File: config.mk
export PLATFORM = sky130hd
export DESIGN_NAME = aeb_back
export DESIGN_NICKNAME = d
export VERILOG_FILES = /design/src/aeb_pkg.sv /design/src/aeb_back.sv
export VERILOG_INCLUDE_DIRS = /design/src /design/src/src
export SDC_FILE = /design/constraint.sdc
export NUM_CORES = 2
export LEC_CHECK = 0
export ABC_AREA = 1
export ABC_CLOCK_PERIOD_IN_PS = 28100
export BUFFER_PORTS_ARGS = -buffer_cell sky130_fd_sc_hd__buf_4
export CAP_MARGIN = 20
export CORE_ASPECT_RATIO = 1.25
export CORE_UTILIZATION = 45
export CTS_BUF_LIST = sky130_fd_sc_hd__clkbuf_8
export CTS_CLUSTER_DIAMETER = 50
export CTS_CLUSTER_SIZE = 30
export DETAILED_ROUTE_END_ITERATION = 16
export PLACE_DENSITY = 0.69
export SYNTH_ARGS = -nofsm -noshare
export SYNTH_HDL_FRONTEND = slang
export SYNTH_SLANG_ARGS = --single-unit
File: constraint.sdc
create_clock -name clk -period 28.1 [get_ports clk]
set_input_delay 5.62 -clock clk [delete_from_list [all_inputs] [get_ports clk]]
set_output_delay 5.62 -clock clk [all_outputs]
set_load 0.1 [all_outputs]
File: src/assert_macros.svh
// ----------------------------------------------------------------------------
// assert_macros.svh
// Concurrent assertion helpers used by the envelope bank back end
// ----------------------------------------------------------------------------
`ifndef ASSERT_MACROS_SVH
`define ASSERT_MACROS_SVH

`ifndef SYNTHESIS
// property holds on every clock edge outside reset
`define ASSERT_ALWAYS(lbl, clk, rst, prop, msg) \
  lbl: assert property (@(posedge clk) disable iff (rst) (prop)) else $error(msg);
// antecedent implies consequent in the same cycle
`define ASSERT_IMPLIES(lbl, clk, rst, ante, cons, msg) \
  lbl: assert property (@(posedge clk) disable iff (rst) (ante) |-> (cons)) else $error(msg);
// antecedent implies consequent in the next cycle
`define ASSERT_NEXT(lbl, clk, rst, ante, cons, msg) \
  lbl: assert property (@(posedge clk) disable iff (rst) (ante) |=> (cons)) else $error(msg);
`else
`define ASSERT_ALWAYS(lbl, clk, rst, prop, msg)
`define ASSERT_IMPLIES(lbl, clk, rst, ante, cons, msg)
`define ASSERT_NEXT(lbl, clk, rst, ante, cons, msg)
`endif

`endif

File: src/aeb_pkg.sv
// ----------------------------------------------------------------------------
// aeb_pkg
// Types and constants of the ADSR envelope bank
// ----------------------------------------------------------------------------
package aeb_pkg;

  // voice count and widths
  localparam int VOICES  = 48;
  localparam int VOICE_W = 6;
  localparam int ADDR_W  = (VOICES > 1) ? $clog2(VOICES) : 1;

  // level and rate constants
  localparam logic [14:0] LEVEL_MAX = 15'h7fff;
  localparam logic [14:0] EXPO_KNEE = 15'h6000;
  localparam logic [15:0] RATE_FULL = 16'h8000;
  localparam logic [4:0]  SHIFT_KNEE = 5'd11;
  localparam logic [4:0]  SHIFT_MID  = 5'd10;

  typedef enum logic [1:0] {
    FN_TICK    = 2'd0,
    FN_KEY_ON  = 2'd1,
    FN_KEY_OFF = 2'd2,
    FN_STOP    = 2'd3
  } func_t;

  typedef enum logic [2:0] {
    PH_ATTACK  = 3'd0,
    PH_DECAY   = 3'd1,
    PH_SUSTAIN = 3'd2,
    PH_RELEASE = 3'd3,
    PH_STOPPED = 3'd4
  } phase_t;

  // input item as seen on the ports
  typedef struct packed {
    logic [1:0]         func;
    logic [VOICE_W-1:0] voice;
    logic [15:0]        attack_decay_word;
    logic [15:0]        sustain_release_word;
  } in_item_t;

  // result item as seen on the ports
  typedef struct packed {
    logic [VOICE_W-1:0] voice_out;
    logic [14:0]        level;
    logic [2:0]         phase;
    logic               running;
    logic               finished;
  } result_t;

  // classified command handed from front to back
  typedef struct packed {
    func_t              func;
    logic               in_range;
    logic [ADDR_W-1:0]  addr;
    logic [VOICE_W-1:0] voice;
    logic [15:0]        ad;
    logic [15:0]        sr;
  } cmd_t;

  // per-voice envelope state
  typedef struct packed {
    logic [14:0] level;
    phase_t      phase;
    logic [15:0] counter;
    logic        running;
    logic [15:0] ad;
    logic [15:0] sr;
  } voice_state_t;

  // command channel between front and back
  typedef struct packed {
    logic valid;
    cmd_t cmd;
  } cmd_chan_t;

endpackage

File: src/aeb_back.sv
// ----------------------------------------------------------------------------
// aeb_back
// Reads voice state, applies one command per cycle unless a full result queue stalls, and queues the results
// ----------------------------------------------------------------------------
`include "assert_macros.svh"

module aeb_back
  import aeb_pkg::*;
(
  input  logic      clk,
  input  logic      rst,
  input  cmd_chan_t chan,
  output logic      ready,
  input  logic      pop,
  output logic      empty,
  output result_t   result
);

  // state store with per-entry valid bits
  voice_state_t      mem [VOICES];
  logic [VOICES-1:0] vld;
  voice_state_t      rdata;
  logic              rvld;

  // execute stage
  logic              s1_valid;
  cmd_t              s1_cmd;
  logic              issue;
  logic              commit;

  // last write, for same-voice forwarding
  logic              lw_valid;
  logic [ADDR_W-1:0] lw_addr;
  voice_state_t      lw_data;

  logic              wr_en;
  logic [ADDR_W-1:0] wr_addr;
  voice_state_t      cur;
  voice_state_t      ticked;
  voice_state_t      nxt;
  result_t           res;

  // rate terms
  logic               decr;
  logic               expo;
  logic [4:0]         shift;
  logic signed [4:0]  step;
  logic [15:0]        target;
  logic               inf;
  logic [3:0]         lsh;
  logic [4:0]         csh;
  logic signed [16:0] linc_base;
  logic signed [16:0] linc;
  logic [15:0]        cinc_base;
  logic [15:0]        cinc;
  logic signed [15:0] lvl_s;
  logic signed [32:0] prod;
  logic [16:0]        cnt;
  logic signed [17:0] sum;
  logic [14:0]        lvl_new;
  logic               done;
  phase_t             ph_new;

  // output queue
  result_t           oq [2];
  logic              oq_wr;
  logic              oq_rd;
  logic [1:0]        oq_count;
  logic              pop_ok;

  assign pop_ok = pop && !empty;
  assign commit = s1_valid && ((oq_count != 2'd2) || pop_ok);
  assign ready  = !s1_valid || commit;
  assign issue  = chan.valid && ready;
  assign wr_en  = commit && s1_cmd.in_range;
  assign wr_addr = s1_cmd.addr;

  // memory write and registered read
  always_ff @(posedge clk) begin
    if (wr_en) begin
      mem[wr_addr] <= nxt;
    end
    if (issue) begin
      rdata <= mem[chan.cmd.addr];
    end
  end

  // valid bits, read valid and last-write record
  always_ff @(posedge clk) begin
    if (rst) begin
      vld      <= '0;
      rvld     <= 1'b0;
      lw_valid <= 1'b0;
    end else begin
      if (wr_en) begin
        vld[wr_addr] <= 1'b1;
        lw_valid     <= 1'b1;
      end
      if (issue) begin
        rvld <= vld[chan.cmd.addr];
      end
    end
  end

  always_ff @(posedge clk) begin
    if (wr_en) begin
      lw_addr <= wr_addr;
      lw_data <= nxt;
    end
  end

  // execute stage register
  always_ff @(posedge clk) begin
    if (rst) begin
      s1_valid <= 1'b0;
    end else if (issue) begin
      s1_valid <= 1'b1;
    end else if (commit) begin
      s1_valid <= 1'b0;
    end
  end

  always_ff @(posedge clk) begin
    if (issue) begin
      s1_cmd <= chan.cmd;
    end
  end

  // current state: forwarded, stored or reset value
  always_comb begin
    if (lw_valid && (lw_addr == s1_cmd.addr)) begin
      cur = lw_data;
    end else if (rvld) begin
      cur = rdata;
    end else begin
      cur = '0;
    end
  end

  // phase parameters from the stored words
  always_comb begin
    unique case (cur.phase)
      PH_ATTACK: begin
        decr   = 1'b0;
        expo   = cur.ad[15];
        shift  = cur.ad[14:10];
        step   = 5'sd7 - signed'({3'b000, cur.ad[9:8]});
        target = {1'b0, LEVEL_MAX};
        inf    = &cur.ad[14:8];
      end
      PH_DECAY: begin
        decr   = 1'b1;
        expo   = 1'b1;
        shift  = {1'b0, cur.ad[7:4]};
        step   = -5'sd8;
        target = ({12'd0, cur.ad[3:0]} + 16'd1) << 11;
        inf    = &cur.ad[7:4];
      end
      PH_SUSTAIN: begin
        decr   = cur.sr[14];
        expo   = cur.sr[15];
        shift  = cur.sr[12:8];
        step   = cur.sr[14] ? (signed'({3'b000, cur.sr[7:6]}) - 5'sd8)
                            : (5'sd7 - signed'({3'b000, cur.sr[7:6]}));
        target = 16'd0;
        inf    = &cur.sr[12:6];
      end
      default: begin
        decr   = 1'b1;
        expo   = cur.sr[5];
        shift  = cur.sr[4:0];
        step   = -5'sd8;
        target = 16'd0;
        inf    = &cur.sr[4:0];
      end
    endcase
  end

  // base increments from the shift
  always_comb begin
    lsh       = (shift < SHIFT_KNEE) ? 4'(SHIFT_KNEE - shift) : 4'd0;
    csh       = (shift > SHIFT_KNEE) ? (shift - SHIFT_KNEE) : 5'd0;
    linc_base = 17'(step) <<< lsh;
    cinc_base = RATE_FULL >> csh;
    lvl_s     = signed'({1'b0, cur.level});
    prod      = linc_base * lvl_s;
  end

  // exponential adjustments and infinite rate
  always_comb begin
    linc = linc_base;
    cinc = cinc_base;
    if (expo && !decr && (cur.level >= EXPO_KNEE)) begin
      if (shift < SHIFT_MID) begin
        linc = linc_base >>> 2;
      end else if (shift >= SHIFT_KNEE) begin
        cinc = cinc_base >> 2;
      end else begin
        cinc = cinc_base >> 1;
        linc = linc_base >>> 1;
      end
    end else if (expo && decr) begin
      linc = prod[31:15];
    end
    if (!inf && (cinc == 16'd0)) begin
      cinc = 16'd1;
    end
  end

  // counter, level step with clamp, phase advance
  always_comb begin
    cnt = {1'b0, cur.counter} + {1'b0, cinc};
    sum = signed'({3'b000, cur.level}) + 18'(linc);
    lvl_new = cur.level;
    if (cnt[15]) begin
      if (sum < 0) begin
        lvl_new = '0;
      end else if (sum > signed'({3'b000, LEVEL_MAX})) begin
        lvl_new = LEVEL_MAX;
      end else begin
        lvl_new = sum[14:0];
      end
    end
    done = decr ? ({1'b0, lvl_new} <= target) : ({1'b0, lvl_new} >= target);
    ph_new = cur.phase;
    if ((cur.phase != PH_SUSTAIN) && done) begin
      ph_new = (cur.phase >= PH_RELEASE) ? PH_STOPPED : phase_t'(cur.phase + 3'd1);
    end
    ticked         = cur;
    ticked.level   = lvl_new;
    ticked.counter = cnt[15] ? 16'd0 : cnt[15:0];
    ticked.phase   = ph_new;
    if ((cur.phase != PH_SUSTAIN) && (ph_new > PH_RELEASE)) begin
      ticked.running = 1'b0;
    end
  end

  // command dispatch
  always_comb begin
    nxt = cur;
    unique case (s1_cmd.func)
      FN_TICK: begin
        if (cur.running) begin
          nxt = ticked;
        end
      end
      FN_KEY_ON: begin
        nxt.ad      = s1_cmd.ad;
        nxt.sr      = s1_cmd.sr;
        nxt.level   = '0;
        nxt.counter = '0;
        nxt.phase   = PH_ATTACK;
        nxt.running = 1'b1;
      end
      FN_KEY_OFF: begin
        if (cur.phase < PH_RELEASE) begin
          nxt.phase = PH_RELEASE;
        end
      end
      FN_STOP: begin
        nxt.level   = '0;
        nxt.phase   = PH_STOPPED;
        nxt.running = 1'b0;
      end
    endcase
  end

  // result formatting
  always_comb begin
    res.voice_out = s1_cmd.voice;
    if (s1_cmd.in_range) begin
      res.level    = nxt.level;
      res.phase    = nxt.phase;
      res.running  = nxt.running;
      res.finished = (nxt.level == '0) && (nxt.phase != PH_ATTACK);
    end else begin
      res.level    = '0;
      res.phase    = PH_STOPPED;
      res.running  = 1'b0;
      res.finished = 1'b1;
    end
  end

  // output queue storage
  always_ff @(posedge clk) begin
    if (commit) begin
      oq[oq_wr] <= res;
    end
  end

  // output queue pointers and fill count
  always_ff @(posedge clk) begin
    if (rst) begin
      oq_wr    <= 1'b0;
      oq_rd    <= 1'b0;
      oq_count <= 2'd0;
    end else begin
      if (commit) begin
        oq_wr <= !oq_wr;
      end
      if (pop_ok) begin
        oq_rd <= !oq_rd;
      end
      unique case ({commit, pop_ok})
        2'b10:   oq_count <= oq_count + 2'd1;
        2'b01:   oq_count <= oq_count - 2'd1;
        default: oq_count <= oq_count;
      endcase
    end
  end

  assign empty  = (oq_count == 2'd0);
  assign result = oq[oq_rd];

  // a stalled command keeps its place and contents
  `ASSERT_NEXT(a_s1_hold, clk, rst, s1_valid && !commit, s1_valid && $stable(s1_cmd), "stalled command lost")
  // every committed write marks its entry valid
  `ASSERT_NEXT(a_wr_valid, clk, rst, wr_en, vld[$past(wr_addr)], "write did not set valid bit")
  // a running voice is never reported as stopped
  `ASSERT_IMPLIES(a_run_phase, clk, rst, !empty && result.running, result.phase != PH_STOPPED, "running voice in stopped phase")

endmodule

**Yosys cells after proc, flatten, opt, wreduce, memory -nomap -nowiden**

Memories as Yosys holds them, arrays and structs flattened. A register that Yosys moved wholly into a read port is not among the register bits.
Cells that the tools add are included.

- Bitwise logic cells: 1
- Multiply operators: 1
- Shifts and indexed selects: 2
- $add $sub $neg: 11
- Eq/ne operators: 10
- Reductions and logical operators: 34
- Magnitude comparators: 15
- Muxes and demuxes: 48

Operator list:

| operator | number |
|---|---|
| $mux W67 | 3 |
| $mux W16 | 5 |
| $mux W15 | 5 |
| $pmux W16 S2 | 2 |
| $pmux W32 S2 | 1 |
| $or A48 B48 Y48 | 1 |
| $mux W17 | 2 |
| $mul A17 B16 Y32 | 1 |
| $pmux W15 S2 | 1 |
| $mux W20 | 1 |
| $add A16 B17 Y18 | 1 |
| $gt A18 B16 Y1 const B | 1 |
| $lt A18 B1 Y1 const B | 1 |
| $sshl A5 B4 Y17 | 1 |
| $add A16 B16 Y16 | 1 |
| $ge A15 B16 Y1 | 1 |
| $le A15 B16 Y1 | 1 |
| $logic_not A16 Y1 | 1 |
| $shr A16 B5 Y16 const A | 1 |
| $ge A15 B15 Y1 const B | 1 |
| $logic_not A15 Y1 | 1 |
| $pmux W5 S3 | 1 |
| $lt A6 B7 Y1 const B | 2 |
| $reduce_and A7 Y1 | 2 |
| 43 further kinds | 84 |

- Bits in registers: 175
- Bits in writable memories: 3268
- Logic and storage cells: 144
- Memories kept: 2

Memory list:

| memory | words | width | read ports | clocked after memory_dff | write ports | line | RTL |
|---|---|---|---|---|---|---|---|
| mem | 48 | 67 | 1 | 1 | 1 | aeb_back.sv:20 | `voice_state_t mem [VOICES];` |
| oq | 2 | 26 | 1 | 1 | 1 | aeb_back.sv:65 | `result_t oq [2];` |

**Longest topological paths before layout**

- Depth in word-level cells: 28
- Mapped depth: 96
- Gate-level depth less buffers: 89

**Worst setup path before layout**

No wires, ideal clock.

- Path type: flip-flop to flip-flop
- From: register s1_cmd, in the netlist wr_addr[4]
- To: memory oq[0][0] (netlist name), data pin
- Period minus slack after synthesis: 14.548 ns
- Stages on the path, launching flop included: 90
- Slack: 13.552 ns
- Library setup time: 0.257 ns
- Data arrival time: 14.292 ns
- Path through: edfxtp_1 inv_1 nand2_1 nand2_1 nand2_1 nor2_8 nand2_8 buf_6 buf_8 buf_6 buf_2 clkbuf_1 o21ai_0 inv_1 ha_1 o211ai_2 nand2_4 inv_2 (+54 left out) a21oi_1 a211oi_1 nor4_1 nor3_1 xor2_1 o41ai_1 nand2_1 inv_1 nand2_1 o21ai_0 o21ai_0 o21ai_0 nor3_1 nor2_1 nand2_1 nor2_1 nand2_1 nand2_1

RTL lines:

| what | line | RTL |
|---|---|---|
| start: declaration | aeb_back.sv:27 | `cmd_t s1_cmd;` |
| start signal: assignment | aeb_back.sv:125 | `s1_cmd <= chan.cmd;` |
| end: declaration | aeb_back.sv:65 |  |

==> impl_metrics.json <==
{
  "cp_max_fo": 59,
  "synthDistinctLibCells": 66,
  "fp.dieArea_sq_um": 331000,
  "critPathLaunchType": "flip-flop",
  "routedWlPerCell_microns": 26.6,
  "cts_max_level": 4,
  "drive_above_1_share": 0.0784,
  "ant_nets": 0,
  "synth_seq_cells": 3460,
  "io_pins": 79,
  "place_congestion": 0.960,
  "r2r_slack_ps": 10840,
  "nFillCells": 28150,
  "dp.cells": 15833,
  "regToRegStartpoint": "wr_addr[4]",
  "synth_nets": 12313,
  "std_cell_rows": 235,
  "layout_min_cycle_time_ps": 17260,
  "irDropWorstVdd_mv": 0.0607,
  "core-area_sq_um": 328000,
  "cts_root_buffer": "clkbuf_8",
  "worstReg2RegEnd": "oq[1][0]",
  "grt_overflow_total": 0,
  "die_y_microns": 643,
  "grt_pass1_vias": 92094,
  "syn_avg_cell_area_sq_um": 12.5,
  "hpwl_mm": 233,
  "hold_depth": 0,
  "cp.arrival_ps": 18020,
  "die_x_microns": 515,
  "vias": 98918,
  "grt_max_degree": 196,
  "tightestPinTransition_ps": 1250,
  "p_leak_nw": 52.2,
  "grt_pass1_wl_mm": 618,
  "worstPathRequired_ps": 28860,
  "dr.pass1.iters": 6,
  "finalCritPeriodShare": 0.614,
  "power_mw": 9.64,
  "power_density_nw_per_um2": 60.8,
  "seq_area_frac_synth": 0.698,
  "instances_no_fill": 16163,
  "hp-class": "reg2reg",
  "clock_latency_ps": 1140,
  "slew_violations": 0,
  "rsz0062_at_grt": "false",
  "postSynthCellCount": 11874,
  "crit_top_cell": "nand2_1",
  "drt_iter0_markers": 14176,
  "crit_path_end_kind": "flip-flop",
  "clock-sinks": 3460,
  "drv_cap": 0,
  "status": "finished, final reports clean",
  "post-cts-setup-buffer-count": 0,
  "layout_commonest_cell": "edfxtp_1",
  "slew_headroom": 0.168,
  "grt_antenna_before_repair": 12,
  "fin_nets": 12080,
  "syn_area_sq_um": 148000,
  "r2r_cells": 79,
  "place_area_sq_um": 154000,
  "critPathKind": "reg2reg",
  "layout_common_cells": "edfxtp_1, nor2_1, o21ai_0, o22ai_1, nand2_1",
  "cts_buffer_depth": 4,
  "cp_slowest_cell": "fa_1",
  "path_clk_slew_ps": 140,
  "hold_viol_final": 0,
  "initial_core_util": 0.452,
  "timing.fmax_mhz": 57.9,
  "skew_ps": 137,
  "cts_buffers": 183,
  "synth_warnings": 0,
  "vias_per_cell": 6.12,
  "whs_endpoint": "oq[0][21]",
  "grt.total_usage": 0.253,
  "cts_hold_buf": 0,
  "tritoncts": "built",
  "port_buffers": 77,
  "drc": 0,
  "synthToLayoutAreaGrowth_pct": 7.23,
  "cts_resized": 0,
  "critical_path.max_stage_delay_ps": 580,
  "fin_area_sq_um": 159000,
  "fin_tns_setup_ps": 0,
  "min_from": "res[21]",
  "drt-total-wl_mm": 430,
  "report.final.setup_viol": 0
}
## layer usage
layer | part of all wire | vias to the layer above | global-route usage | wire, microns
met5 | 0.000030 | - | 0 | 13
met2 | 0.48 | 5793 | 0.422 | 207000
met3 | 0.11 | 1163 | 0.0388 | 45900
met1 | 0.36 | 49294 | 0.323 | 155000
met4 | 0.053 | 2 | 0.122 | 22800
li1 | - | 42666 | - | -
## critical path: cells and delay by family (launching register included)
kind                     cells  cell delay, ps
buffers and inverters       11            2130
adder cells (fa/ha/maj)     10            4370
AND/OR/NAND/NOR             32            5480
XOR/XNOR                     1              90
flip-flops                   1             490
AO/OA/AOI/OAI               25            4290
## state kept, by name, indices dropped and copies added, names as in the netlist, named ones only
| name | cells |
|---|---|
| oq_count | 2 |
| wr_addr | 6 |
| oq_wr | 1 |
| mem | 3168 |
| res | 6 |
| lw_valid | 1 |
| lw_addr | 6 |
| lw_data | 66 |
| rvld | 1 |
| s1_cmd | 34 |
| oq_rd | 1 |
| oq | 52 |
| vld | 48 |
| rdata | 66 |
| s1_valid | 1 |
## cell type report
| class | count | area, sq um | area share |
|---|---|---|---|
| Clock buffer | 189 | 2600 | 0.0164 |
| Timing Repair Buffer | 365 | 3070 | 0.0194 |
| Tap cell | 4384 | 5490 | 0.0346 |
| Clock inverter | 126 | 1700 | 0.0107 |
| Inverter | 549 | 2100 | 0.0132 |
| Sequential cell | 3460 | 103000 | 0.651 |
| Antenna cell | 8 | 20.0 | 0.000126 |
| Multi-Input combinational cell | 7082 | 40300 | 0.254 |
## synthesized netlist by cell type (all sizes together)
master,instances,area share
edfxtp,3404,0.69
nor2,2327,0.059
o21ai,2124,0.072
o22ai,805,0.034
clkbuf,738,0.019
nand2,630,0.017
inv,539,0.014
fa,255,0.035
a21oi,151,0.0053
nand3,149,0.0062
ha,133,0.011
o221ai,115,0.0068
o211ai,106,0.0054
dfxtp,56,0.0076
a31oi,48,0.0020
buf,45,0.0017
o32ai,38,0.0022
xor2,29,0.0017
mux2,26,0.0020
nor3,23,0.00085
and3,21,0.00089
xnor2,17,0.0011
nand4,15,0.00068
clkinv,10,0.00025
o21bai,10,0.00051
a32oi,9,0.00053
o31ai,9,0.00046
nand3b,8,0.00041
nor4,6,0.00036
a211oi,5,0.00025
a21o,4,0.00020
or2,4,0.00017
a21boi,3,0.00015
a22oi,3,0.00015
o21a,2,0.00010
a2bb2oi,1,0.000059
a32o,1,0.000068
a41o,1,0.000068
o2111ai,1,0.000059
o221a,1,0.000076
o311ai,1,0.000059
o41ai,1,0.000059
## how the worst max path moves through the flow
stage | start | endpoint | slack (ps) | cells past startpoint
floorplan | wr_addr[4] | oq[0][0] | 13550 | 89
global placement | wr_addr[2] | oq[0][0] | 11210 | 80
detailed placement | wr_addr[2] | oq[0][0] | 11040 | 79
CTS | wr_addr[4] | oq[1][0] | 10940 | 79
global route | wr_addr[4] | oq[1][0] | 9730 | 80
finish | wr_addr[4] | oq[1][0] | 10840 | 79
## cells by family after synthesis
family | synth area share
muxes | 0.00198
adders and majority gates | 0.0458
xor gates and xnor gates | 0.00277
and+or+nand+nor | 0.0860
DFF | 0.698
buffers and inverters | 0.0344
AOI/OAI and AO/OA | 0.131
## power by group
| part | switching, mW | internal (mW) |
|---|---|---|
| Sequential | 0.0175 | 5.73 |
| Combinational | 0.986 | 0.396 |
| Clock | 1.71 | 0.801 |
| Total | 2.72 | 6.92 |
## stage by stage
| step | setup slack (ps) | hold slack [ps] | utilization |
|---|---|---|---|
| floorplan | 13550 | 421 | - |
| global route | 9730 | 464 | 0.484 |
| finish | 10840 | 458 | 0.484 |
| global placement | 11210 | 424 | 0.470 |
| CTS | 10940 | 457 | 0.484 |
| detailed placement | 11040 | 430 | 0.471 |
Power figures use the tool's default switching activity.
