## config.mk

```make
export PLATFORM = sky130hd
export DESIGN_NAME = aeb_front
export DESIGN_NICKNAME = d
export VERILOG_FILES = /design/src/assert_macros.svh /design/src/aeb_pkg.sv /design/src/aeb_front.sv
export SDC_FILE = /design/constraint.sdc
export NUM_CORES = 1
export LEC_CHECK = 0
export BUFFER_PORTS_ARGS = -buffer_cell sky130_fd_sc_hd__buf_4
export CAP_MARGIN = 10
export CORE_ASPECT_RATIO = 1.5
export CORE_MARGIN = 1
export CORE_UTILIZATION = 43
export CTS_BUF_LIST = sky130_fd_sc_hd__clkbuf_4
export CTS_CLUSTER_DIAMETER = 50
export DETAILED_ROUTE_END_ITERATION = 6
export GPL_ROUTABILITY_DRIVEN = 0
export PLACE_DENSITY = 0.67
export SKIP_CTS_REPAIR_TIMING = 1
export SLEW_MARGIN = 20
export SYNTH_ARGS = -nofsm -noshare
export SYNTH_HDL_FRONTEND = slang
export SYNTH_SLANG_ARGS = --single-unit
```

## constraint.sdc

```tcl
create_clock -name clk -period 2.6 [get_ports clk]
set_clock_uncertainty 0.1 [all_clocks]
set_input_delay 0.39 -clock clk [delete_from_list [all_inputs] [get_ports clk]]
set_output_delay 0.39 -clock clk [all_outputs]
set_load 0.05 [all_outputs]
```

## src/assert_macros.svh

```systemverilog
// ----------------------------------------------------------------------------
// assert_macros.svh
// Concurrent assertion helpers used by the envelope bank back end
// ----------------------------------------------------------------------------
`ifndef ASSERT_MACROS_SVH
`define ASSERT_MACROS_SVH

`ifndef SYNTHESIS
// property holds on every clock edge outside reset
`define ASSERT_ALWAYS(lbl, clk, rst, prop, msg) \
  lbl: assert property (@(posedge clk) disable iff (rst) (prop)) else $error(msg);
// antecedent implies consequent in the same cycle
`define ASSERT_IMPLIES(lbl, clk, rst, ante, cons, msg) \
  lbl: assert property (@(posedge clk) disable iff (rst) (ante) |-> (cons)) else $error(msg);
// antecedent implies consequent in the next cycle
`define ASSERT_NEXT(lbl, clk, rst, ante, cons, msg) \
  lbl: assert property (@(posedge clk) disable iff (rst) (ante) |=> (cons)) else $error(msg);
`else
`define ASSERT_ALWAYS(lbl, clk, rst, prop, msg)
`define ASSERT_IMPLIES(lbl, clk, rst, ante, cons, msg)
`define ASSERT_NEXT(lbl, clk, rst, ante, cons, msg)
`endif

`endif

```

## src/aeb_pkg.sv

```systemverilog
// ----------------------------------------------------------------------------
// aeb_pkg
// Types and constants of the ADSR envelope bank
// ----------------------------------------------------------------------------
package aeb_pkg;

  // voice count and widths
  localparam int VOICES  = 48;
  localparam int VOICE_W = 6;
  localparam int ADDR_W  = (VOICES > 1) ? $clog2(VOICES) : 1;

  // level and rate constants
  localparam logic [14:0] LEVEL_MAX = 15'h7fff;
  localparam logic [14:0] EXPO_KNEE = 15'h6000;
  localparam logic [15:0] RATE_FULL = 16'h8000;
  localparam logic [4:0]  SHIFT_KNEE = 5'd11;
  localparam logic [4:0]  SHIFT_MID  = 5'd10;

  typedef enum logic [1:0] {
    FN_TICK    = 2'd0,
    FN_KEY_ON  = 2'd1,
    FN_KEY_OFF = 2'd2,
    FN_STOP    = 2'd3
  } func_t;

  typedef enum logic [2:0] {
    PH_ATTACK  = 3'd0,
    PH_DECAY   = 3'd1,
    PH_SUSTAIN = 3'd2,
    PH_RELEASE = 3'd3,
    PH_STOPPED = 3'd4
  } phase_t;

  // input item as seen on the ports
  typedef struct packed {
    logic [1:0]         func;
    logic [VOICE_W-1:0] voice;
    logic [15:0]        attack_decay_word;
    logic [15:0]        sustain_release_word;
  } in_item_t;

  // result item as seen on the ports
  typedef struct packed {
    logic [VOICE_W-1:0] voice_out;
    logic [14:0]        level;
    logic [2:0]         phase;
    logic               running;
    logic               finished;
  } result_t;

  // classified command handed from front to back
  typedef struct packed {
    func_t              func;
    logic               in_range;
    logic [ADDR_W-1:0]  addr;
    logic [VOICE_W-1:0] voice;
    logic [15:0]        ad;
    logic [15:0]        sr;
  } cmd_t;

  // per-voice envelope state
  typedef struct packed {
    logic [14:0] level;
    phase_t      phase;
    logic [15:0] counter;
    logic        running;
    logic [15:0] ad;
    logic [15:0] sr;
  } voice_state_t;

  // command channel between front and back
  typedef struct packed {
    logic valid;
    cmd_t cmd;
  } cmd_chan_t;

endpackage

```

## src/aeb_front.sv

```systemverilog
// ----------------------------------------------------------------------------
// aeb_front
// Accepts commands, classifies voice range and queues them for the back end
// ----------------------------------------------------------------------------
module aeb_front
  import aeb_pkg::*;
(
  input  logic      clk,
  input  logic      rst,
  input  logic      push,
  output logic      full,
  input  in_item_t  item,
  output cmd_chan_t chan,
  input  logic      ready
);

  cmd_t        slot [2];
  logic        wr_ptr;
  logic        rd_ptr;
  logic [1:0]  count;
  logic        enq;
  logic        deq;
  cmd_t        classified;

  // classify the incoming item
  always_comb begin
    classified.func     = func_t'(item.func);
    classified.in_range = (int'(item.voice) < VOICES);
    classified.addr     = classified.in_range ? item.voice[ADDR_W-1:0] : '0;
    classified.voice    = item.voice;
    classified.ad       = item.attack_decay_word;
    classified.sr       = item.sustain_release_word;
  end

  assign full       = (count == 2'd2);
  assign enq        = push && !full;
  assign chan.valid = (count != 2'd0);
  assign chan.cmd   = slot[rd_ptr];
  assign deq        = chan.valid && ready;

  // queue storage
  always_ff @(posedge clk) begin
    if (enq) begin
      slot[wr_ptr] <= classified;
    end
  end

  // queue pointers and fill count
  always_ff @(posedge clk) begin
    if (rst) begin
      wr_ptr <= 1'b0;
      rd_ptr <= 1'b0;
      count  <= 2'd0;
    end else begin
      if (enq) begin
        wr_ptr <= !wr_ptr;
      end
      if (deq) begin
        rd_ptr <= !rd_ptr;
      end
      unique case ({enq, deq})
        2'b10:   count <= count + 2'd1;
        2'b01:   count <= count - 2'd1;
        default: count <= count;
      endcase
    end
  end

endmodule

```

**After elaboration in Yosys (flattened, before gate mapping)**

Memory sizes are Yosys's and may differ from the RTL's. A register that Yosys moved wholly into a read port is not among the register bits.
Index checks and enable logic that the tools add are counted.

- Register bits after elaboration: 4
- Logic and storage cells: 23
- Output and inout bits: 49
- Memories kept: 1
- RAM bits: 94
- Bits of input ports: 44

- Muxes and demuxes: 6
- Eq/ne operators: 3
- Reductions and logical operators: 7
- $lt $le $gt $ge: 1
- Add/subtract/negate cells: 2

Memories:

| memory | depth | bits a word | rd ports | clocked after Yosys merged registers in | write ports | line | RTL |
|---|---|---|---|---|---|---|---|
| slot | 2 | 47 | 1 | 1 | 1 | aeb_front.sv:17 | `cmd_t slot [2];` |

Operators with widths:

| operator | count |
|---|---|
| 6-bit less-than comparator (second input constant) | 1 |
| 6-bit two-way mux | 1 |
| 2-bit equality test (second input constant) | 2 |
| 1-bit two-way mux | 4 |
| 2-bit one-hot mux with 2 select lines | 1 |
| 2-bit nonzero test | 2 |
| 1-bit zero test | 3 |
| 2-bit by 1-bit adder with 2-bit output (second input constant) | 1 |
| 2-bit by 1-bit equality test with 1-bit output (second input constant) | 1 |
| 1-bit logical AND | 2 |
| 2-bit by 1-bit subtractor with 2-bit output (second input constant) | 1 |

**Depth between registers and ports, before layout**

Gate-level depths: netlist (run 1).

- Word-level depth: 5
- Depth in mapped cells: 6
- Mapped depth without buffers: 6

**Worst setup path after synthesis (run 1)**

No wires, ideal clock.

- Path type: reg-to-reg
- Start: register count[0]
- End: memory slot[0][0] (netlist name), enable pin
- Setup time: 0.401 ns
- Required time: 2.099 ns
- Data arrival time: 1.930 ns
- Buffers on the path: 0
- Period minus slack after synthesis: 2.431 ns
- Cell stages (with the launch flop): 5
- Slack: 0.169 ns
- Cell sequence: dfxtp_1 > nand2b_2 > inv_2 > or3_1 > inv_1

- Word-level cells in the longest chain between the ends: 5

RTL lines:

| item | line | RTL |
|---|---|---|
| from (decl) | aeb_front.sv:20 | `logic [1:0] count;` |
| from (signal assigned) | aeb_front.sv:62 | `2'b10: count <= count + 2'd1;` |
| from (signal assigned) | aeb_front.sv:63 | `2'b01: count <= count - 2'd1;` |
| from (signal assigned) | aeb_front.sv:64 | `default: count <= count;` |
| 2-bit equality test | aeb_front.sv:35 | `assign full = (count == 2'd2);` |
| net full | aeb_front.sv:11 | `output logic full,` |
| 1-bit zero test | aeb_front.sv:36 | `assign enq = push && !full;` |
| 1-bit logical AND | aeb_front.sv:36 |  |
| 1-bit two-way mux | aeb_front.sv:43 | `if (enq) begin` |
| 1-bit two-way mux (not written as such) | aeb_front.sv:44 | `slot[wr_ptr] <= classified;` |
| to (decl) | aeb_front.sv:17 |  |

The timed path passes the listed nets, and every way through them passes these cells.

==> results of run 1 <==
[worst min path at each step]
stage | startpoint | end | slack [ns] | cells past startpoint
global route | item[31] | slot[0][31] | 0.0006 | 1
detailed placement | wr_ptr | wr_ptr | 0.38 | 2
finish | item[7] | slot[0][7] | 0.04 | 1
floorplan | wr_ptr | wr_ptr | 0.35 | 2
global placement | wr_ptr | wr_ptr | 0.37 | 2
CTS | item[20] | slot[1][20] | -0.004 | 1
[synthesized netlist by cell type]
master / instances / area, µm²
sky130_fd_sc_hd__buf_2: 5 / 25.0
sky130_fd_sc_hd__xor2_1: 1 / 8.76
sky130_fd_sc_hd__or3_1: 2 / 12.5
sky130_fd_sc_hd__or2_2: 1 / 6.26
sky130_fd_sc_hd__nor2b_1: 2 / 12.5
sky130_fd_sc_hd__o21ai_0: 2 / 10.0
sky130_fd_sc_hd__o21a_1: 1 / 7.51
sky130_fd_sc_hd__edfxtp_1: 94 / 2820
sky130_fd_sc_hd__mux2_1: 16 / 180
sky130_fd_sc_hd__and2_1: 4 / 25.0
sky130_fd_sc_hd__mux2_2: 31 / 349
sky130_fd_sc_hd__nand2b_2: 1 / 8.76
sky130_fd_sc_hd__and3_1: 1 / 6.26
sky130_fd_sc_hd__inv_2: 1 / 3.75
sky130_fd_sc_hd__ha_1: 1 / 12.5
sky130_fd_sc_hd__nor2_1: 3 / 11.3
sky130_fd_sc_hd__inv_1: 2 / 7.51
sky130_fd_sc_hd__dfxtp_1: 5 / 100
sky130_fd_sc_hd__xnor2_1: 2 / 17.5
sky130_fd_sc_hd__nand2_1: 2 / 7.51
sky130_fd_sc_hd__a21oi_1: 2 / 10.0
[sequential cells by signal, indices dropped and copies added, names as in the netlist, named ones only]
signal and flops:
rd_ptr 1, wr_ptr 1, count 2, slot 94
[cell type report]
| class | count | area [µm²] |
|---|---|---|
| clock buffer | 13 | 97.6 |
| clock inverter | 3 | 38.8 |
| fill | 647 | 3310 |
| inverter | 3 | 11.3 |
| multi-input combinational | 72 | 687 |
| sequential | 99 | 2920 |
| tap | 105 | 131 |
| timing repair buffer | 114 | 911 |
[power by group]
part           switching (mW)  internal, mW
combinational            1.45         0.733
clock                   0.444         0.334
sequential             0.0629          2.01
total                    1.96          3.08
[per-stage QoR]
stage / hold slack [ns] / instances / setup slack, ns
global placement: 0.368 / 376 / 0.710
CTS: -0.00431 / 392 / 0.382
global route: 0.000600 / 409 / 0.328
detailed placement: 0.382 / 376 / 0.658
finish: 0.0369 / 409 / 0.438
floorplan: 0.352 / 179 / 0.169
[per-layer routing]
layer | up-vias | global-route usage (%) | part of all wire, %
li1 | 934 | - | -
met5 | - | 0 | 0
met2 | 51 | 25.4 | 55
met4 | 0 | 9.43 | 2.7
met1 | 920 | 15.6 | 39
met3 | 11 | 3.41 | 3.8
[cells by family (layout without fill, tap and decap cells)]
logic type               count (synthesis)  count (layout)  synth area share [%]
buffers and inverters                    8             133                 0.995
AND/OR/NAND/NOR                         16              16                  2.47
flip-flops                              99              99                  80.2
XOR/XNOR                                 3               3                 0.721
AO/OA/AOI/OAI                            5               5                 0.755
multiplexers                            47              47                  14.5
adder cells (fa/ha/maj)                  1               1                 0.343
==> out/metrics.json, run 1 <==
{
  "status": {
    "outcome": "finished, final reports clean"
  },
  "clock_tree": {
    "path_clk_slew_ns": 0.14,
    "tritoncts.num_buffers": 9,
    "insertion_delay_ns": 0.42,
    "root_buffer": "sky130_fd_sc_hd__clkbuf_4",
    "cts_buffer_depth": 2,
    "cts_tree": "built",
    "tritoncts_num_sinks": 99,
    "htree_num_levels": 3
  },
  "power": {
    "ir_drop_mv": 0.532,
    "leakage_nw": 1.80,
    "p_total_mw": 5.04,
    "power_density_nw_per_um2": 1050
  },
  "die": {
    "floorplan.die_area_um2": 8860,
    "die_width_um": 77.2,
    "design.core.area_um2": 8110,
    "io_pins": 93,
    "num_rows": 40,
    "floorplan.initialDensity_pct": 45.0,
    "die_y_um": 115
  },
  "finish": {
    "finalNetCount": 344,
    "mostFrequentLayoutCell": "sky130_fd_sc_hd__buf_4",
    "post-route-util_pct": 59.2,
    "antenna_cells": 0,
    "areaGrowthSynthToFinish_pct": 31.7,
    "post_route_cells_drive_above_1_share_pct": 49.0,
    "layout_common_cells": "96 x sky130_fd_sc_hd__buf_4, 94 x sky130_fd_sc_hd__edfxtp_1, 31 x sky130_fd_sc_hd__mux2_2",
    "final_non_filler_cell_area_um2": 4800
  },
  "global_routing": {
    "first_global_vias": 1840,
    "grt_first_pass_wirelength_um": 9140,
    "largest_net_degree_at_the_start_of_global_routing": 34,
    "antenna_found_initial": 0,
    "grt_usage_pct": 14.5,
    "sum_of_overflow_across_all_layers_after_global_routing": 0
  },
  "route": {
    "drt_iter0_drc": 44,
    "dr_total_vias": 1916,
    "wl_um": 6210,
    "antenna_violating_nets_post_route": 0,
    "drc": 0,
    "route.detailed.vias_per_inst": 4.68,
    "wl_per_cell_um": 15.2,
    "detail_route.first_pass.iterations": 6
  },
  "setup_path": {
    "timing.critical_path.required_ns": 2.11,
    "timing_worst_setup_path_type": "register to output port",
    "critical_path.max_fanout": 24,
    "path_cells": "buf_4 -> mux2_1 -> buf_4",
    "critical_path.reg2reg.startpoint": "count[0]",
    "r2r.worst_path.cells": 5,
    "rrSetupSlack_ns": 0.66,
    "endpoint": "chan[22]",
    "worst-path-stages": 3,
    "reg2reg_to": "slot[0][46]",
    "critical_path.endpoint_type": "output port",
    "slowest_stage": "sky130_fd_sc_hd__mux2_1",
    "cp_data_arrival_time_ns": 1.67,
    "crit_path_max_incr_delay_ns": 0.39,
    "worst_setup_path_start_kind": "register",
    "critical-path-top-cell-by-count": "sky130_fd_sc_hd__buf_4",
    "cp.buffers_inverters": 2,
    "family_with_the_most_delay_on_the_worst_path": "buffers and inverters"
  },
  "timing": {
    "fin_tns_setup_ns": 0,
    "final_max_slew_viol_count": 0,
    "maxClockFrequency_mhz": 462,
    "tightest_slew_ns": 0.406,
    "maxSlewHeadroom_pct": 72.9,
    "finalHoldViolations": 0,
    "setup-violations-final": 0,
    "rsz0062_at_grt": "false",
    "period_minus_slack_ns": 2.16,
    "period_share_pct": 83.2
  },
  "place": {
    "buffer_ports.inserted": 92,
    "placedInstanceArea_um2": 4490,
    "dpl.hpwl_um": 4100
  },
  "synthesis": {
    "syn_inst": 179,
    "yosysWarningCount": 0,
    "synthesis.area_um2": 3640,
    "synth.ff_latch_count": 99,
    "mappedNetlistNets": 224,
    "synth-seq-area-share_pct": 80.2,
    "syn-mean-instance-area_um2": 20.4,
    "yosys.cell_types.count": 21
  },
  "run": {
    "drv.max_cap_violation_count": 0
  },
  "hold_path": {
    "min-delay-path-class": "input port to register"
  }
}
No activity file was read; power rests on OpenSTA's default activity.
==> run 2, diff against run 1 <==
PLACE_DENSITY = 0.69   (was 0.67)
clock period = 1.93 ns   (was 2.6 ns; I/O delays follow)
==> run 2 against run 1 <==
  * The run now ends with setup timing left
  * Non-clock buffer count is 26 higher
  * Global-route usage hardly changed
  * Flip-flop and latch count stayed put
  * Via count is 7.5% higher
  * Clock-buffer cell count is 2 lower
  * Hold slack better by 0.10 ns
  * Sequential share of layout area is 6.3 points lower
  * Largest power group unchanged
==> out/metrics.json, run 2 (same netlist as run 1, synthesis figures left out) <==
{
  "timing": {
    "setup-violations-final": {"value": 27, "change": "was 0"},
    "final_max_slew_viol_count": {"value": 0, "change": "unchanged"},
    "maxClockFrequency_mhz": 512,
    "maxSlewHeadroom": {"value": 78.1, "unit": "%", "change": "was 72.9%"},
    "tightest_slew": {"value": 0.329, "unit": "ns", "change": "was 0.406 ns"},
    "rsz0062_at_grt": {"value": "true", "change": "was false"},
    "fin_tns_setup": {"value": -0.265, "unit": "ns", "change": "was 0 ns"},
    "finalHoldViolations": {"value": 0, "change": "unchanged"},
    "period_share_pct": 101,
    "postLayoutSetupSlackWorst": {"value": -0.0226, "unit": "ns", "change": "was 0.438 ns"},
    "period_minus_slack_ns": 1.95
  },
  "setup_path": {
    "cp_data_arrival_time": {"value": 1.56, "unit": "ns", "change": "was 1.67 ns"},
    "crit_path_max_incr_delay": {"value": 0.42, "unit": "ns", "change": "was 0.39 ns"},
    "path_cells": {"value": "buf_12 -> mux2_2 -> buf_6", "change": "was buf_4 -> mux2_1 -> buf_4"},
    "critical_path.endpoint_type": {"value": "output port", "change": "unchanged"},
    "worst_setup_path_start_kind": {"value": "register", "change": "unchanged"},
    "slowest_stage": {"value": "sky130_fd_sc_hd__dfxtp_4", "change": "was sky130_fd_sc_hd__mux2_1"},
    "cp.buffers_inverters": {"value": 2, "change": "unchanged"},
    "timing.critical_path.required": {"value": 1.54, "unit": "ns", "change": "was 2.11 ns"},
    "timing_worst_setup_path_type": {"value": "register to output port", "change": "unchanged"},
    "family_with_the_most_delay_on_the_worst_path": {"value": "flip-flops", "change": "was buffers and inverters"},
    "critical_path.max_fanout": {"value": 23, "change": "was 24"}
  },
  "global_routing": {
    "gr-usage-met2": {"value": 25.7, "unit": "%", "change": "was 25.4%"},
    "sum_of_overflow_across_all_layers_after_global_routing": {"value": 0, "change": "unchanged"},
    "antenna_found_initial": {"value": 1, "change": "was 0"},
    "first_global_vias": {"value": 1942, "change": "was 1840"},
    "grt_usage": {"value": 14.5, "unit": "%", "change": "about the same"},
    "grt_first_pass_wirelength": {"value": 9270, "unit": "µm", "change": "was 9140 µm"},
    "largest_net_degree_at_the_start_of_global_routing": {"value": 26, "change": "was 34"},
    "grt_util_met3": {"value": 3.57, "unit": "%", "change": "was 3.41%"},
    "met1_usage": {"value": 15.5, "unit": "%", "change": "was 15.6%"},
    "top_usage_layer": {"value": "met2", "change": "unchanged"}
  },
  "power": {
    "sequential_share_of_power": {"value": 38.3, "unit": "%", "change": "was 41.2%"},
    "power.switching": {"value": 2.82, "unit": "mW", "change": "was 1.96 mW"},
    "ir_drop": {"value": 0.840, "unit": "mV", "change": "was 0.532 mV"},
    "p_sw_share": {"value": 38.1, "unit": "%", "change": "was 38.9%"},
    "power_density": {"value": 1380, "unit": "nW/µm²", "change": "was 1050 nW/µm²"},
    "leakage": {"value": 2.02, "unit": "nW", "change": "was 1.80 nW"},
    "p_int": {"value": 4.57, "unit": "mW", "change": "was 3.08 mW"},
    "combPwrFrac": {"value": 47.5, "unit": "%", "change": "was 43.4%"},
    "power.share.clock": {"value": 14.2, "unit": "%", "change": "was 15.4%"}
  },
  "route": {
    "drt_iter0_drc": {"value": 122, "change": "was 44"},
    "detail_route.first_pass.iterations": {"value": 4, "change": "was 6"},
    "wl": {"value": 6800, "unit": "µm", "change": "was 6210 µm"},
    "drc": {"value": 0, "change": "unchanged"},
    "dr_total_vias": {"value": 2060, "change": "was 1916"},
    "antenna_violating_nets_post_route": {"value": 0, "change": "unchanged"},
    "wl_per_cell": {"value": 15.6, "unit": "µm", "change": "was 15.2 µm"},
    "route.detailed.vias_per_inst": {"value": 4.72, "change": "was 4.68"}
  },
  "status": {
    "outcome": {"value": "finished, violations left", "change": "was finished, final reports clean"},
    "failed_checks": "setup timing"
  },
  "finish": {
    "post_route_cells_drive_above_1_share": {"value": 50.3, "unit": "%", "change": "was 49.0%"},
    "largest_register_ff_count": {"value": 94, "change": "unchanged"},
    "registers.top_by_ff_count": {"value": "slot", "change": "unchanged"},
    "mostFrequentLayoutCell": {"value": "sky130_fd_sc_hd__edfxtp_1", "change": "was sky130_fd_sc_hd__buf_4"},
    "biggestRegsByFlops": {"value": "slot (94), count (2)", "change": "unchanged"},
    "finalNetCount": {"value": 370, "change": "was 344"},
    "layout_common_cells": {"value": "94 x sky130_fd_sc_hd__edfxtp_1, 47 x sky130_fd_sc_hd__buf_4, 47 x sky130_fd_sc_hd__buf_6", "change": "was 96 x sky130_fd_sc_hd__buf_4, 94 x sky130_fd_sc_hd__edfxtp_1, 31 x sky130_fd_sc_hd__mux2_2"},
    "areaGrowthSynthToFinish": {"value": 47.1, "unit": "%", "change": "was 31.7%"},
    "final_non_filler_cell_area": {"value": 5360, "unit": "µm²", "change": "was 4800 µm²"}
  },
  "clock_tree": {
    "tritoncts.num_buffers": {"value": 9, "change": "unchanged"},
    "cts_buffer_depth": {"value": 2, "change": "unchanged"},
    "tritoncts_num_sinks": {"value": 99, "change": "unchanged"},
    "root_buffer": {"value": "sky130_fd_sc_hd__clkbuf_4", "change": "unchanged"},
    "insertion_delay": {"value": 0.43, "unit": "ns", "change": "was 0.42 ns"},
    "htree_num_levels": {"value": 3, "change": "unchanged"},
    "path_clk_slew": {"value": 0.13, "unit": "ns", "change": "was 0.14 ns"},
    "cts_tree": {"value": "built", "change": "unchanged"}
  },
  "die": {
    "die_width": {"value": 77.2, "unit": "µm", "change": "unchanged"},
    "die_y": {"value": 115, "unit": "µm", "change": "unchanged"},
    "floorplan.initialDensity": {"value": 45.0, "unit": "%", "change": "unchanged"},
    "floorplan.die_area": {"value": 8860, "unit": "µm²", "change": "unchanged"},
    "io_pins": {"value": 93, "change": "unchanged"},
    "design.core.area": {"value": 8110, "unit": "µm²", "change": "unchanged"},
    "num_rows": {"value": 40, "change": "unchanged"}
  },
  "place": {
    "dpl.hpwl": {"value": 4040, "unit": "µm", "change": "was 4100 µm"},
    "buffer_ports.inserted": {"value": 92, "change": "unchanged"},
    "placedInstanceArea": {"value": 4560, "unit": "µm²", "change": "was 4490 µm²"}
  },
  "hold_path": {
    "min-delay-path-class": {"value": "input port to register", "change": "unchanged"}
  },
  "run": {
    "drv.max_cap_violation_count": {"value": 0, "change": "unchanged"}
  }
}
==> run 2: cell count changes in the layout (fill, tap and decap cells not counted), moves of 2 or more <==
cell,previous run,this run
sky130_fd_sc_hd__buf_4,96,47
sky130_fd_sc_hd__buf_6,0,47
sky130_fd_sc_hd__clkinvlp_4,0,3
sky130_fd_sc_hd__dlygate4sd3_1,17,41
sky130_fd_sc_hd__inv_2,2,0
sky130_fd_sc_hd__mux2_1,16,3
sky130_fd_sc_hd__clkbuf_4,13,11
sky130_fd_sc_hd__buf_12,1,4
sky130_fd_sc_hd__mux2_4,0,13
==> run 2: worst min-delay path: cells and delay by family <==
family | cells | cell delay, ns
compound gates | 2 | 0.22
buf+inv | 2 | 0.13
==> run 2: area by class of cell <==
class / instances / area (µm²)
multi-input cells: 72 / 746
diodes: 1 / 2.50
clock inverters: 5 / 53.8
inverters: 3 / 20.0
flip-flops and latches: 99 / 2930
repair buffers: 140 / 1400
clock buffers: 11 / 82.6
fillers: 603 / 2750
well taps: 105 / 131
==> run 2: power by group through the flow <==
| stage | Combinational (mW) | Sequential, mW | Clock (mW) |
|---|---|---|---|
| 5_1_grt | 3.65 | 2.86 | 1.17 |
| 2_1_floorplan | 2.14 | 2.83 | 0 |
| 4_1_cts | 3.05 | 2.82 | 1.08 |
| 3_3_place_gp | 3.03 | 2.85 | 0 |
| 3_5_place_dp | 3.05 | 2.87 | 0 |
| 6_report | 3.51 | 2.83 | 1.05 |
==> run 2: worst paths after layout <==
kind              startpoint           to  slack (ns)  depth (start not counted)
hold / removal          push       wr_ptr        0.14                          4
setup / recovery    register     chan[11]       -0.02                          3
setup reg to reg    count[0]  slot[0][19]        0.29                          5
hold reg to reg       wr_ptr       wr_ptr        0.41                          2
==> run 2: through the flow <==
stage	instances	total power [mW]	util [%]	setup WS, ns	hold WS [ns]
floorplan	179	4.98	-	0.0369	0.254
global placement	377	5.88	56.2	0.330	0.376
detailed placement	377	5.91	56.2	0.306	0.377
CTS	393	6.95	57.9	-0.0822	-0.0996
global route	436	7.68	66.1	-0.0883	0.156
finish	436	7.39	66.1	-0.0226	0.138
==> run 2: metal layers <==
layer / routed length (µm) / up-vias / share of wire [%]
met2: 3870 / 47 / 57
met4: 141 / 0 / 2.1
met3: 223 / 13 / 3.3
met1: 2570 / 1019 / 38
met5: 0 / - / 0
li1: - / 981 / -
==> run 3, diff against run 2 <==
PLACE_DENSITY = 0.74   (was 0.69)
REMOVE_ABC_BUFFERS = 1   (was unset)
==> run 3 against run 2 <==
  * The flow still finishes with violations (setup timing)
  * Routed wire length fell by 1.2%
  * Sequential power barely moved
  * Total power fell by 3.1%
  * Via count fell by 1.8%
  * Hold slack improved by 0.0083 ns
  * Clock-buffer cell count fell by 1
  * Critical endpoint is now chan[31]
  * Largest power group unchanged
==> out/metrics.json, run 3 (same netlist as run 1, synthesis figures left out) <==
{
  "status": {
    "outcome": {"value": "finished, violations left", "change": "unchanged"},
    "failed_checks": {"value": "setup timing", "change": "unchanged"}
  },
  "timing": {
    "finalHoldViolations": {"value": 0, "change": "unchanged"},
    "timing.hold.ws": {"value": 0.146, "unit": "ns", "change": "was 0.138 ns"},
    "period_share": {"value": 101, "unit": "%", "change": "about the same"},
    "maxClockFrequency": {"value": 514, "unit": "MHz", "change": "was 512 MHz"},
    "tightest_slew": {"value": 0.325, "unit": "ns", "change": "was 0.329 ns"},
    "final_max_slew_viol_count": {"value": 0, "change": "unchanged"},
    "maxSlewHeadroom": {"value": 78.4, "unit": "%", "change": "was 78.1%"},
    "setup-violations-final": {"value": 4, "change": "was 27"},
    "fin_tns_setup": {"value": -0.0276, "unit": "ns", "change": "was -0.265 ns"},
    "postLayoutSetupSlackWorst": {"value": -0.0171, "unit": "ns", "change": "was -0.0226 ns"},
    "period_minus_slack": {"value": 1.95, "unit": "ns", "change": "about the same"},
    "rsz0062_at_grt": {"value": "true", "change": "unchanged"}
  },
  "hold_path": {
    "min-delay-path-class": {"value": "input port to register", "change": "unchanged"}
  },
  "global_routing": {
    "first_global_vias": {"value": 1961, "change": "was 1942"},
    "antenna_found_initial": {"value": 1, "change": "unchanged"},
    "largest_net_degree_at_the_start_of_global_routing": {"value": 26, "change": "unchanged"},
    "sum_of_overflow_across_all_layers_after_global_routing": {"value": 0, "change": "unchanged"},
    "grt_usage": {"value": 14.6, "unit": "%", "change": "was 14.5%"},
    "grt_first_pass_wirelength": {"value": 9350, "unit": "µm", "change": "was 9270 µm"}
  },
  "route": {
    "route.detailed.vias_per_inst": {"value": 4.66, "change": "was 4.72"},
    "dr_total_vias": {"value": 2022, "change": "was 2060"},
    "wl": {"value": 6720, "unit": "µm", "change": "was 6800 µm"},
    "drc": {"value": 0, "change": "unchanged"},
    "antenna_violating_nets_post_route": {"value": 0, "change": "unchanged"},
    "drt_iter0_drc": {"value": 92, "change": "was 122"},
    "wl_per_cell": {"value": 15.5, "unit": "µm", "change": "was 15.6 µm"},
    "detail_route.first_pass.iterations": {"value": 4, "change": "unchanged"}
  },
  "setup_path": {
    "crit_path_max_incr_delay": {"value": 0.40, "unit": "ns", "change": "was 0.42 ns"},
    "path_cells": {"value": "buf_12 -> mux2_1 -> buf_6", "change": "was buf_12 -> mux2_2 -> buf_6"},
    "timing_worst_setup_path_type": {"value": "register to output port", "change": "unchanged"},
    "worst_setup_path_start_kind": {"value": "register", "change": "unchanged"},
    "cp_data_arrival_time": {"value": 1.56, "unit": "ns", "change": "about the same"},
    "timing.critical_path.required": {"value": 1.54, "unit": "ns", "change": "about the same"},
    "critical_path.endpoint_type": {"value": "output port", "change": "unchanged"},
    "slowest_stage": {"value": "sky130_fd_sc_hd__dfxtp_4", "change": "unchanged"},
    "critical_path.max_fanout": {"value": 25, "change": "was 23"}
  },
  "place": {
    "placedInstanceArea": {"value": 4550, "unit": "µm²", "change": "was 4560 µm²"},
    "dpl.hpwl": {"value": 4070, "unit": "µm", "change": "was 4040 µm"},
    "buffer_ports.inserted": {"value": 92, "change": "unchanged"},
    "post_placement_cell_count": {"value": 377, "change": "unchanged"}
  },
  "finish": {
    "largest_register_ff_count": {"value": 94, "change": "unchanged"},
    "finish.cell_count_without_fillers": {"value": 434, "change": "was 436"},
    "layout_common_cells": {"value": "94 x sky130_fd_sc_hd__edfxtp_1, 47 x sky130_fd_sc_hd__buf_6, 46 x sky130_fd_sc_hd__buf_4", "change": "was 94 x sky130_fd_sc_hd__edfxtp_1, 47 x sky130_fd_sc_hd__buf_4, 47 x sky130_fd_sc_hd__buf_6"},
    "post_route_cells_drive_above_1_share": {"value": 45.1, "unit": "%", "change": "was 50.3%"},
    "mostFrequentLayoutCell": {"value": "sky130_fd_sc_hd__edfxtp_1", "change": "unchanged"},
    "registers.top_by_ff_count": {"value": "slot", "change": "unchanged"},
    "final_non_filler_cell_area": {"value": 5270, "unit": "µm²", "change": "was 5360 µm²"},
    "biggestRegsByFlops": {"value": "slot (94), count (2)", "change": "unchanged"},
    "areaGrowthSynthToFinish": {"value": 44.6, "unit": "%", "change": "was 47.1%"},
    "finalNetCount": {"value": 369, "change": "was 370"}
  },
  "clock_tree": {
    "insertion_delay": {"value": 0.42, "unit": "ns", "change": "was 0.43 ns"},
    "cts_tree": {"value": "built", "change": "unchanged"},
    "htree_num_levels": {"value": 3, "change": "unchanged"},
    "cts_buffer_depth": {"value": 2, "change": "unchanged"},
    "path_clk_slew": {"value": 0.13, "unit": "ns", "change": "about the same"},
    "tritoncts.num_buffers": {"value": 9, "change": "unchanged"},
    "root_buffer": {"value": "sky130_fd_sc_hd__clkbuf_4", "change": "unchanged"},
    "tritoncts_num_sinks": {"value": 99, "change": "unchanged"}
  },
  "power": {
    "leakage": {"value": 1.97, "unit": "nW", "change": "was 2.02 nW"},
    "ir_drop": {"value": 1.27, "unit": "mV", "change": "was 0.840 mV"},
    "power_density": {"value": 1360, "unit": "nW/µm²", "change": "was 1380 nW/µm²"}
  },
  "die": {
    "die_y": {"value": 115, "unit": "µm", "change": "unchanged"},
    "die_width": {"value": 77.2, "unit": "µm", "change": "unchanged"},
    "floorplan.die_area": {"value": 8860, "unit": "µm²", "change": "unchanged"},
    "num_rows": {"value": 40, "change": "unchanged"},
    "io_pins": {"value": 93, "change": "unchanged"},
    "floorplan.initialDensity": {"value": 45.0, "unit": "%", "change": "unchanged"},
    "design.core.area": {"value": 8110, "unit": "µm²", "change": "unchanged"}
  },
  "run": {
    "drv.max_cap_violation_count": {"value": 0, "change": "unchanged"}
  }
}
run 3: layer usage:
layer | vias to the layer above | track usage [%] | share of wire [%]
met3 | 13 | 4.76 | 4.1
met1 | 967 | 15.3 | 37
met5 | - | 0 | 0
met4 | 0 | 7.92 | 2.8
li1 | 981 | - | -
met2 | 61 | 25.7 | 56
run 3: power breakdown:
part | leakage (nW) | total [mW] | internal (mW) | switching [mW]
clock | 0.0664 | 0.976 | 0.388 | 0.588
sequential | 0.922 | 2.81 | 2.71 | 0.0981
combinational | 0.986 | 3.37 | 1.32 | 2.06
total | 1.97 | 7.16 | 4.42 | 2.74
run 3: path summary, 6_finish.rpt:
| kind | to | cells past startpoint | slack, ns | start |
|---|---|---|---|---|
| setup reg to reg | slot[0][4] | 5 | 0.21 | count[0] |
| setup / recovery | chan[31] | 3 | -0.02 | register |
| hold / removal | wr_ptr | 4 | 0.15 | push |
| hold reg to reg | wr_ptr | 2 | 0.42 | wr_ptr |
run 3: through the flow:
stage / power [mW] / util (%) / setup WS, ns
finish: 7.16 / 65.0 / -0.0171
global route: 7.45 / 65.0 / -0.0996
CTS: 6.86 / 57.6 / -0.106
detailed placement: 5.89 / 56.1 / 0.242
global placement: 5.83 / 56.1 / 0.294
floorplan: 4.92 / - / -0.501
run 3: final cells by class:
class	count	area (µm²)
fillers	575	2840
well taps	105	131
multi-input cells	72	694
diodes	1	2.50
clock inverters	5	45.0
inverters	3	11.3
flip-flops and latches	99	2930
repair buffers	139	1390
clock buffers	10	75.1
run 3: critical path: cells and delay by family, from the launching register on:
| kind | cells | cell delay (ns) |
|---|---|---|
| multiplexers | 1 | 0.37 |
| flip-flops | 1 | 0.40 |
| buffers and inverters | 2 | 0.34 |
